$ cat src/slfr_pkg.sv
// Shared types and codes for the sync/length frame receiver.
package slfr_pkg;

  localparam int unsigned ByteW = 8;
  localparam int unsigned LenW  = 16;
  localparam int unsigned AddrW = 3;
  localparam int unsigned DataW = 32;

  typedef enum logic [1:0] {
    OP_BYTE  = 2'd0,
    OP_RESET = 2'd1,
    OP_STOP  = 2'd2,
    OP_SEND  = 2'd3
  } op_t;

  typedef enum logic [1:0] {
    MODE_IDLE      = 2'd0,
    MODE_DISABLED  = 2'd1,
    MODE_HEADER    = 2'd2,
    MODE_RECEIVING = 2'd3
  } mode_t;

  typedef enum logic [2:0] {
    KIND_IGNORED     = 3'd0,
    KIND_SYNC_OK     = 3'd1,
    KIND_SYNC_MISS   = 3'd2,
    KIND_LEN_LOW     = 3'd3,
    KIND_HEADER_DONE = 3'd4,
    KIND_PAYLOAD     = 3'd5,
    KIND_CONTROL     = 3'd6
  } kind_t;

  // Header byte positions
  typedef enum logic [1:0] {
    HP_SYNC1  = 2'd0,
    HP_SYNC2  = 2'd1,
    HP_LENLO  = 2'd2,
    HP_LENHI  = 2'd3
  } hpos_t;

  // Register indexes (byte address = 4 * index)
  localparam logic REG_SYNC_FIRST  = 1'b0;
  localparam logic REG_SYNC_SECOND = 1'b1;

  // Sync byte values from the register file
  typedef struct packed {
    logic [ByteW-1:0] sync_first;
    logic [ByteW-1:0] sync_second;
  } sync_cfg_t;

  // One result item
  typedef struct packed {
    kind_t             kind;
    logic [ByteW-1:0]  data;
    logic [LenW-1:0]   payload_index;
    logic              last;
    mode_t             mode_now;
    logic [LenW-1:0]   frame_length;
  } res_t;

endpackage

$ cat src/slfr_cfg.sv
// APB register file holding the two sync byte values.
module slfr_cfg (
  input  logic                         clk,
  input  logic                         rst_n,
  input  logic                         psel,
  input  logic                         penable,
  input  logic                         pwrite,
  input  logic [slfr_pkg::AddrW-1:0]   paddr,
  input  logic [slfr_pkg::DataW-1:0]   pwdata,
  output logic [slfr_pkg::DataW-1:0]   prdata,
  output logic                         pready,
  output slfr_pkg::sync_cfg_t          cfg
);
  import slfr_pkg::*;

  logic [ByteW-1:0] sync_first_r;
  logic [ByteW-1:0] sync_second_r;
  logic             wr_en;
  logic             reg_sel;

  assign pready  = 1'b1;
  assign reg_sel = paddr[2];
  assign wr_en   = psel && penable && pwrite;

  // Write on the access cycle
  always_ff @(posedge clk) begin
    if (!rst_n) begin
      sync_first_r  <= '0;
      sync_second_r <= '0;
    end else if (wr_en) begin
      unique case (reg_sel)
        REG_SYNC_FIRST:  sync_first_r  <= pwdata[ByteW-1:0];
        REG_SYNC_SECOND: sync_second_r <= pwdata[ByteW-1:0];
        default: ;
      endcase
    end
  end

  // Read back
  always_comb begin
    prdata = '0;
    unique case (reg_sel)
      REG_SYNC_FIRST:  prdata[ByteW-1:0] = sync_first_r;
      REG_SYNC_SECOND: prdata[ByteW-1:0] = sync_second_r;
      default: ;
    endcase
  end

  assign cfg.sync_first  = sync_first_r;
  assign cfg.sync_second = sync_second_r;

endmodule

$ cat src/slfr_deframe.sv
// Frame state machine: mode, header position, length and payload count.
module slfr_deframe (
  input  logic                         clk,
  input  logic                         rst_n,
  input  logic                         go,
  input  slfr_pkg::op_t                op,
  input  logic [slfr_pkg::ByteW-1:0]   rx_byte,
  input  slfr_pkg::sync_cfg_t          cfg,
  output slfr_pkg::res_t               res
);
  import slfr_pkg::*;

  mode_t            mode_r,    mode_nxt;
  hpos_t            hpos_r,    hpos_nxt;
  logic [ByteW-1:0] len_lo_r,  len_lo_nxt;
  logic [LenW-1:0]  exp_len_r, exp_len_nxt;
  logic [LenW-1:0]  count_r,   count_nxt;
  logic [LenW-1:0]  count_inc;
  logic [LenW-1:0]  hdr_len;
  logic             count_done;
  logic             count_final;

  assign count_inc   = count_r + LenW'(1);
  assign hdr_len     = {rx_byte, len_lo_r};
  assign count_done  = (count_r >= exp_len_r);
  assign count_final = (count_inc >= exp_len_r);

  // Next state
  always_comb begin
    mode_nxt    = mode_r;
    hpos_nxt    = hpos_r;
    len_lo_nxt  = len_lo_r;
    exp_len_nxt = exp_len_r;
    count_nxt   = count_r;
    unique case (op)
      OP_RESET: mode_nxt = MODE_IDLE;
      OP_STOP:  mode_nxt = MODE_DISABLED;
      OP_SEND: begin
        if (mode_r == MODE_IDLE) begin
          mode_nxt    = MODE_HEADER;
          hpos_nxt    = HP_SYNC1;
          exp_len_nxt = '0;
          count_nxt   = '0;
        end
      end
      OP_BYTE: begin
        if (mode_r == MODE_HEADER) begin
          unique case (hpos_r)
            HP_SYNC1: begin
              if (rx_byte == cfg.sync_first) hpos_nxt = HP_SYNC2;
            end
            HP_SYNC2: begin
              hpos_nxt = (rx_byte == cfg.sync_second) ? HP_LENLO : HP_SYNC1;
            end
            HP_LENLO: begin
              len_lo_nxt = rx_byte;
              hpos_nxt   = HP_LENHI;
            end
            HP_LENHI: begin
              exp_len_nxt = hdr_len;
              hpos_nxt    = HP_SYNC1;
              count_nxt   = '0;
              mode_nxt    = (hdr_len == '0) ? MODE_IDLE : MODE_RECEIVING;
            end
            default: ;
          endcase
        end else if (mode_r == MODE_RECEIVING) begin
          if (count_done) begin
            mode_nxt = MODE_IDLE;
          end else begin
            count_nxt = count_inc;
            if (count_final) mode_nxt = MODE_IDLE;
          end
        end
      end
      default: ;
    endcase
  end

  // Result fields
  always_comb begin
    res               = '0;
    res.kind          = KIND_IGNORED;
    res.mode_now      = mode_nxt;
    res.frame_length  = exp_len_nxt;
    unique case (op)
      OP_RESET, OP_STOP: res.kind = KIND_CONTROL;
      OP_SEND: begin
        if (mode_r == MODE_IDLE) res.kind = KIND_CONTROL;
      end
      OP_BYTE: begin
        if (mode_r == MODE_HEADER) begin
          unique case (hpos_r)
            HP_SYNC1: res.kind = (rx_byte == cfg.sync_first) ? KIND_SYNC_OK : KIND_SYNC_MISS;
            HP_SYNC2: res.kind = (rx_byte == cfg.sync_second) ? KIND_SYNC_OK : KIND_SYNC_MISS;
            HP_LENLO: res.kind = KIND_LEN_LOW;
            HP_LENHI: begin
              res.kind = KIND_HEADER_DONE;
              res.last = (hdr_len == '0);
            end
            default: ;
          endcase
        end else if (mode_r == MODE_RECEIVING && !count_done) begin
          res.kind          = KIND_PAYLOAD;
          res.data          = rx_byte;
          res.payload_index = count_r;
          res.last          = count_final;
        end
      end
      default: ;
    endcase
  end

  // Advance state when the item moves to the result register
  always_ff @(posedge clk) begin
    if (!rst_n) begin
      mode_r    <= MODE_IDLE;
      hpos_r    <= HP_SYNC1;
      len_lo_r  <= '0;
      exp_len_r <= '0;
      count_r   <= '0;
    end else if (go) begin
      mode_r    <= mode_nxt;
      hpos_r    <= hpos_nxt;
      len_lo_r  <= len_lo_nxt;
      exp_len_r <= exp_len_nxt;
      count_r   <= count_nxt;
    end
  end

endmodule

$ cat src/slfr_outreg.sv
// Result register with valid/stall handshake.
module slfr_outreg (
  input  logic                         clk,
  input  logic                         rst_n,
  input  logic                         load,
  input  slfr_pkg::res_t               res,
  output logic                         free,
  output logic                         out_valid,
  input  logic                         out_stall,
  output slfr_pkg::res_t               res_q
);
  import slfr_pkg::*;

  logic valid_r;
  res_t res_r;

  // Room for a new item when empty or when the held one leaves this cycle
  assign free      = !valid_r || !out_stall;
  assign out_valid = valid_r;
  assign res_q     = res_r;

  always_ff @(posedge clk) begin
    if (!rst_n) begin
      valid_r <= 1'b0;
    end else if (free) begin
      valid_r <= load;
    end
  end

  // Hold payload while stalled
  always_ff @(posedge clk) begin
    if (load && free) begin
      res_r <= res;
    end
  end

endmodule

$ cat src/sync_length_frame_receiver.sv
// Top level of the sync/length frame receiver.
//
//  port group   direction  handshake            payload
//  in_*         input      in_valid / in_stall  in_op, in_rx_byte
//  out_*        output     out_valid/out_stall  kind, data, payload_index, last, mode_now,
//                                               frame_length
//  APB          input      psel/penable/pready  sync_first @0x0, sync_second @0x4
//
// Each item's result passes through the input register, then the result register,
// before it shows on out_*; one item per cycle is sustained while out_stall is
// low, set by the single state update in the frame state machine.
// Synchronous active-low reset clears mode, counters and both valid flags.
// A stall on the output holds the result register and backs up into in_stall.
module sync_length_frame_receiver (
  input  logic                        clk,
  input  logic                        rst_n,
  input  logic                        in_valid,
  output logic                        in_stall,
  input  logic [1:0]                  in_op,
  input  logic [7:0]                  in_rx_byte,
  output logic                        out_valid,
  input  logic                        out_stall,
  output logic [2:0]                  out_kind,
  output logic [7:0]                  out_data,
  output logic [15:0]                 out_payload_index,
  output logic                        out_last,
  output logic [1:0]                  out_mode_now,
  output logic [15:0]                 out_frame_length,
  input  logic                        psel,
  input  logic                        penable,
  input  logic                        pwrite,
  input  logic [2:0]                  paddr,
  input  logic [31:0]                 pwdata,
  output logic [31:0]                 prdata,
  output logic                        pready
);
  import slfr_pkg::*;

  logic             in_valid_r;
  op_t              in_op_r;
  logic [ByteW-1:0] in_byte_r;
  logic             out_free;
  logic             go;
  sync_cfg_t        cfg;
  res_t             res;
  res_t             res_q;

  assign go       = in_valid_r && out_free;
  assign in_stall = in_valid_r && !out_free;

  // Input register
  always_ff @(posedge clk) begin
    if (!rst_n) begin
      in_valid_r <= 1'b0;
    end else if (!in_stall) begin
      in_valid_r <= in_valid;
    end
  end

  always_ff @(posedge clk) begin
    if (in_valid && !in_stall) begin
      in_op_r   <= op_t'(in_op);
      in_byte_r <= in_rx_byte;
    end
  end

  slfr_cfg u_cfg (
    .clk     (clk),
    .rst_n   (rst_n),
    .psel    (psel),
    .penable (penable),
    .pwrite  (pwrite),
    .paddr   (paddr),
    .pwdata  (pwdata),
    .prdata  (prdata),
    .pready  (pready),
    .cfg     (cfg)
  );

  slfr_deframe u_deframe (
    .clk     (clk),
    .rst_n   (rst_n),
    .go      (go),
    .op      (in_op_r),
    .rx_byte (in_byte_r),
    .cfg     (cfg),
    .res     (res)
  );

  slfr_outreg u_outreg (
    .clk       (clk),
    .rst_n     (rst_n),
    .load      (in_valid_r),
    .res       (res),
    .free      (out_free),
    .out_valid (out_valid),
    .out_stall (out_stall),
    .res_q     (res_q)
  );

  assign out_kind          = 3'(res_q.kind);
  assign out_data          = res_q.data;
  assign out_payload_index = res_q.payload_index;
  assign out_last          = res_q.last;
  assign out_mode_now      = 2'(res_q.mode_now);
  assign out_frame_length  = res_q.frame_length;

endmodule

$ cat config.mk
export PLATFORM = sky130hd
export DESIGN_NAME = sync_length_frame_receiver
export DESIGN_NICKNAME = d
export VERILOG_FILES = /design/src/slfr_pkg.sv /design/src/slfr_cfg.sv /design/src/slfr_deframe.sv /design/src/slfr_outreg.sv /design/src/sync_length_frame_receiver.sv
export SDC_FILE = /design/constraint.sdc
export NUM_CORES = 1
export LEC_CHECK = 0
export BUFFER_PORTS_ARGS = -buffer_cell sky130_fd_sc_hd__buf_2
export CORE_MARGIN = 3
export CORE_UTILIZATION = 55
export DETAILED_ROUTE_END_ITERATION = 8
export MAX_ROUTING_LAYER = met4
export PLACE_DENSITY = 0.84
export SETUP_SLACK_MARGIN = 0.4
export SLEW_MARGIN = 20
export SYNTH_ARGS = -nofsm -noshare
export SYNTH_HDL_FRONTEND = slang
export SYNTH_SLANG_ARGS = --single-unit
$ cat constraint.sdc
create_clock -name clk -period 3.6 [get_ports clk]
set_clock_uncertainty 0.2 [all_clocks]
set_input_delay 0.72 -clock clk [delete_from_list [all_inputs] [get_ports clk]]
set_output_delay 0.72 -clock clk [all_outputs]
set_load 0.05 [all_outputs]
==> run summary <==
Status: finished clean
Chip Width: 113 um
Hold Crit Class: in -> reg
Peak supply drop: 355 uV
Yosys top cell by area: edfxtp_1
Core box area: 11000 um2
Crit Path Class: reg -> reg
Share of the synthesized area in the top cell type: 26.6%
Final Max Slew Viols: 0
Die height: 113 um
Rel. slew slack: 41.2%
CP endpoint kind: flip-flop
CTS root buffer: clkbuf_16
Global Route Usage Sum: 26.3%
H-tree lvl count: 4
Power Dens Cells: 476 nW/um2
ANT cells: 0
Synth Instances: 648
Hold slack: 0.284 ns
CP Max Fanout: 6
Clk sinks: 118
Lkg Pwr: 3.05 nW
Nets@finish: 808
Final setup TNS: 0 ns
Post-Synth Adder-Cell Area: 7.32%
DRT Pass-1 Iters: 6
FFs w/ async S/R, synth: 0%
ANT nets after route: 0
Buffers on Ports: 81
CTS tree: done
Worst-margin pin slew: 0.880 ns
EDFF count, synth: 56
Io pins: 133
Main combinational cell family by area after synthesis: simple AND/OR/NAND/NOR gates
Critical Path RT: 3.65 ns
Final Cycle Share: 87.9%
Filler cells: 834
Synthesized area per cell: 9.76 um2
Mux cell area share after synthesis: 2.85%
Flop2flop setup slack: 0.44 ns
Xor and xnor area share after synthesis: 4.15%
Share of cells above drive strength 1: 21.7%
Synth Cell Area: 6320 um2
Final setup fails: 0
Largest net degree at the start of global routing: 49
Finished Core Util: 67.4%
Site row count: 38
First-pass GRT wire length: 25.9 mm
Clk buf depth: 2
Overflow after GRT: 0
Synth cell types: 64
Register area share after synthesis: 46.2%
P&R area growth vs syn: 17.6%
Max-cap violations: 0
Vias in the first global route: 5200
Hold Fails Final Rpt: 0
Synth Area in Compound Gates: 14.5%
Inserted Clock Buffers: 17
DRC viols: 0
Global placer's final weighted congestion: 0.898
Vias: 5249
Crit path time final: 3.16 ns
Routed wire length: 16.1 mm
DP HPWL: 11.4 mm
Top FF cell, synth: dfxtp_1
Top post-synthesis cells by area: edfxtp_1, dfxtp_1, ha_1
RSZ-0062 raised after global routing: true
Simple-Gate Fraction of Synth Area: 17.3%
FMAX: 0.316 GHz
Initial antenna violation count: 0
Die area: 12800 um2
WL/cell: 18.5 um
Number of synthesized register bits: 118
DR iter-0 viols: 494
Clock slew at reported path FFs: 0.05 ns
Synth warn: 0
Worst skew pair latency: 0.41 ns
WP data arrival: 3.21 ns
Via density per instance: 6.02
Setup crit start kind: flip-flop
Initial Util: 57.3%
==> worst max-delay path: stages, from the launching register on <==
cell and delay [ns]:
dfxtp_2 0.38, ha_1 0.25, nand3_2 0.16, or2_2 0.36, nor2_1 0.26, xnor2_1 0.19, ha_1 0.28, nand4_1 0.08
nor2_1 0.04, a211o_1 0.29, or2_2 0.32, a31oi_1 0.19
==> path summary, 6_finish.rpt <==
kind | cells past startpoint | to | start
setup / recovery | 11 | u_outreg.res_q[17] | u_deframe.count_r[0]
hold / removal | 1 | in_byte_r[3] | in_rx_byte[3]
setup reg to reg | 11 | u_outreg.res_q[17] | u_deframe.count_r[0]
hold reg to reg | 2 | u_cfg.sync_first_r[6] | u_cfg.sync_first_r[6]
==> synthesized netlist by cell type (all sizes together) (5+ instances only) <==
cell,n
a21oi,43
a22o,16
a22oi,16
a31oi,6
and3,27
buf,37
clkbuf,30
dfxtp,62
edfxtp,56
ha,37
inv,29
mux2,8
mux2i,9
nand2,66
nand3,13
nand4,11
nor2,42
nor2b,8
nor3,11
nor4,7
o211ai,5
o21ai,7
o22ai,9
o311ai,5
or3,5
xnor2,11
xor2,19
==> flip-flops by register name (all words and copies together), names as in the netlist, 8 cells and up <==
| name | flops |
|---|---|
| u_deframe.count_r | 16 |
| u_deframe.len_lo_r | 8 |
| in_byte_r | 8 |
| u_outreg.res_q | 46 |
| u_cfg.sync_first_r | 8 |
| u_deframe.exp_len_r | 16 |
| u_cfg.sync_second_r | 8 |
==> repair_timing <==
action,4_1_cts,5_1_grt
setup endpoints to repair,5,18
setup buffers,0,3
hold buffers,0,0
resized for setup,7,18
pin swaps,0,5
==> kinds of logic (layout without fill, tap and decap cells) <==
kind of cell | after synthesis | after routing
muxes | 17 | 17
AOI/OAI and AO/OA | 131 | 131
adders and majority gates | 37 | 37
DFF | 118 | 118
buffers and inverters | 98 | 159
and+or+nand+nor | 215 | 215
xor gates and xnor gates | 30 | 30
other | 2 | 25
==> cells in the final DEF, fill, tap and decap left out, types with 3 or more instances in the layout <==
master | synthesis | final
nor3_1 | 11 | 10
buf_4 | 25 | 15
nand2b_1 | 4 | 4
dfxtp_4 | 0 | 5
o211ai_1 | 5 | 5
nand4_1 | 11 | 11
nor2b_1 | 8 | 8
mux2_2 | 8 | 8
and3_1 | 27 | 25
a21oi_1 | 43 | 42
mux2i_1 | 9 | 9
a211oi_1 | 3 | 3
xor2_1 | 19 | 19
a22o_1 | 16 | 16
or3_1 | 5 | 5
nand2_1 | 66 | 65
o311ai_0 | 5 | 4
inv_1 | 29 | 29
xnor2_1 | 11 | 11
clkbuf_16 | 0 | 21
o21ai_0 | 5 | 5
ha_1 | 37 | 37
dfxtp_1 | 62 | 54
a22oi_1 | 16 | 16
or4_1 | 3 | 3
nor4_1 | 6 | 6
edfxtp_1 | 56 | 56
buf_2 | 11 | 81
a31oi_1 | 6 | 6
dfxtp_2 | 0 | 3
nand4b_1 | 4 | 4
nor2_1 | 42 | 40
o21a_1 | 3 | 3
nand3_1 | 12 | 11
o22ai_1 | 9 | 9
conb_1 | 2 | 25
==> metal layers <==
metal / vias up / routed length (um) / GRT usage [%]
li1: 2440 / - / -
met4: 0 / 452 / 12.3
met3: 40 / 1290 / 4.97
met5: - / 0 / -
met2: 293 / 8050 / 43.1
met1: 2476 / 6310 / 31.3
==> final cells by class <==
class | instances | area (um2) | share of cell area (%)
tap | 140 | 175 | 2.36
sequential | 118 | 2950 | 39.6
multi-input combinational | 455 | 3050 | 41.0
clock inverter | 7 | 73.8 | 0.993
clock buffer | 25 | 561 | 7.54
timing repair buffer | 96 | 518 | 6.97
inverter | 31 | 118 | 1.58
==> report_power, final <==
group	total (mW)	internal, mW	switching [mW]
clock	1.75	1.16	0.597
combinational	0.319	0.0641	0.255
sequential	1.47	1.44	0.0297
total	3.54	2.66	0.881
==> metrics by stage <==
stage	std cells	cell area, um2	worst slack [ns]	power (mW)
6_report	872	7440	0.437	3.54
2_1_floorplan	671	6410	0.521	1.76
3_5_place_dp	837	6720	0.205	1.81
4_1_cts	869	7370	0.342	3.55
3_3_place_gp	837	6720	0.287	1.80
5_1_grt	872	7440	0.330	3.65
Power figures use the tool's default switching activity.
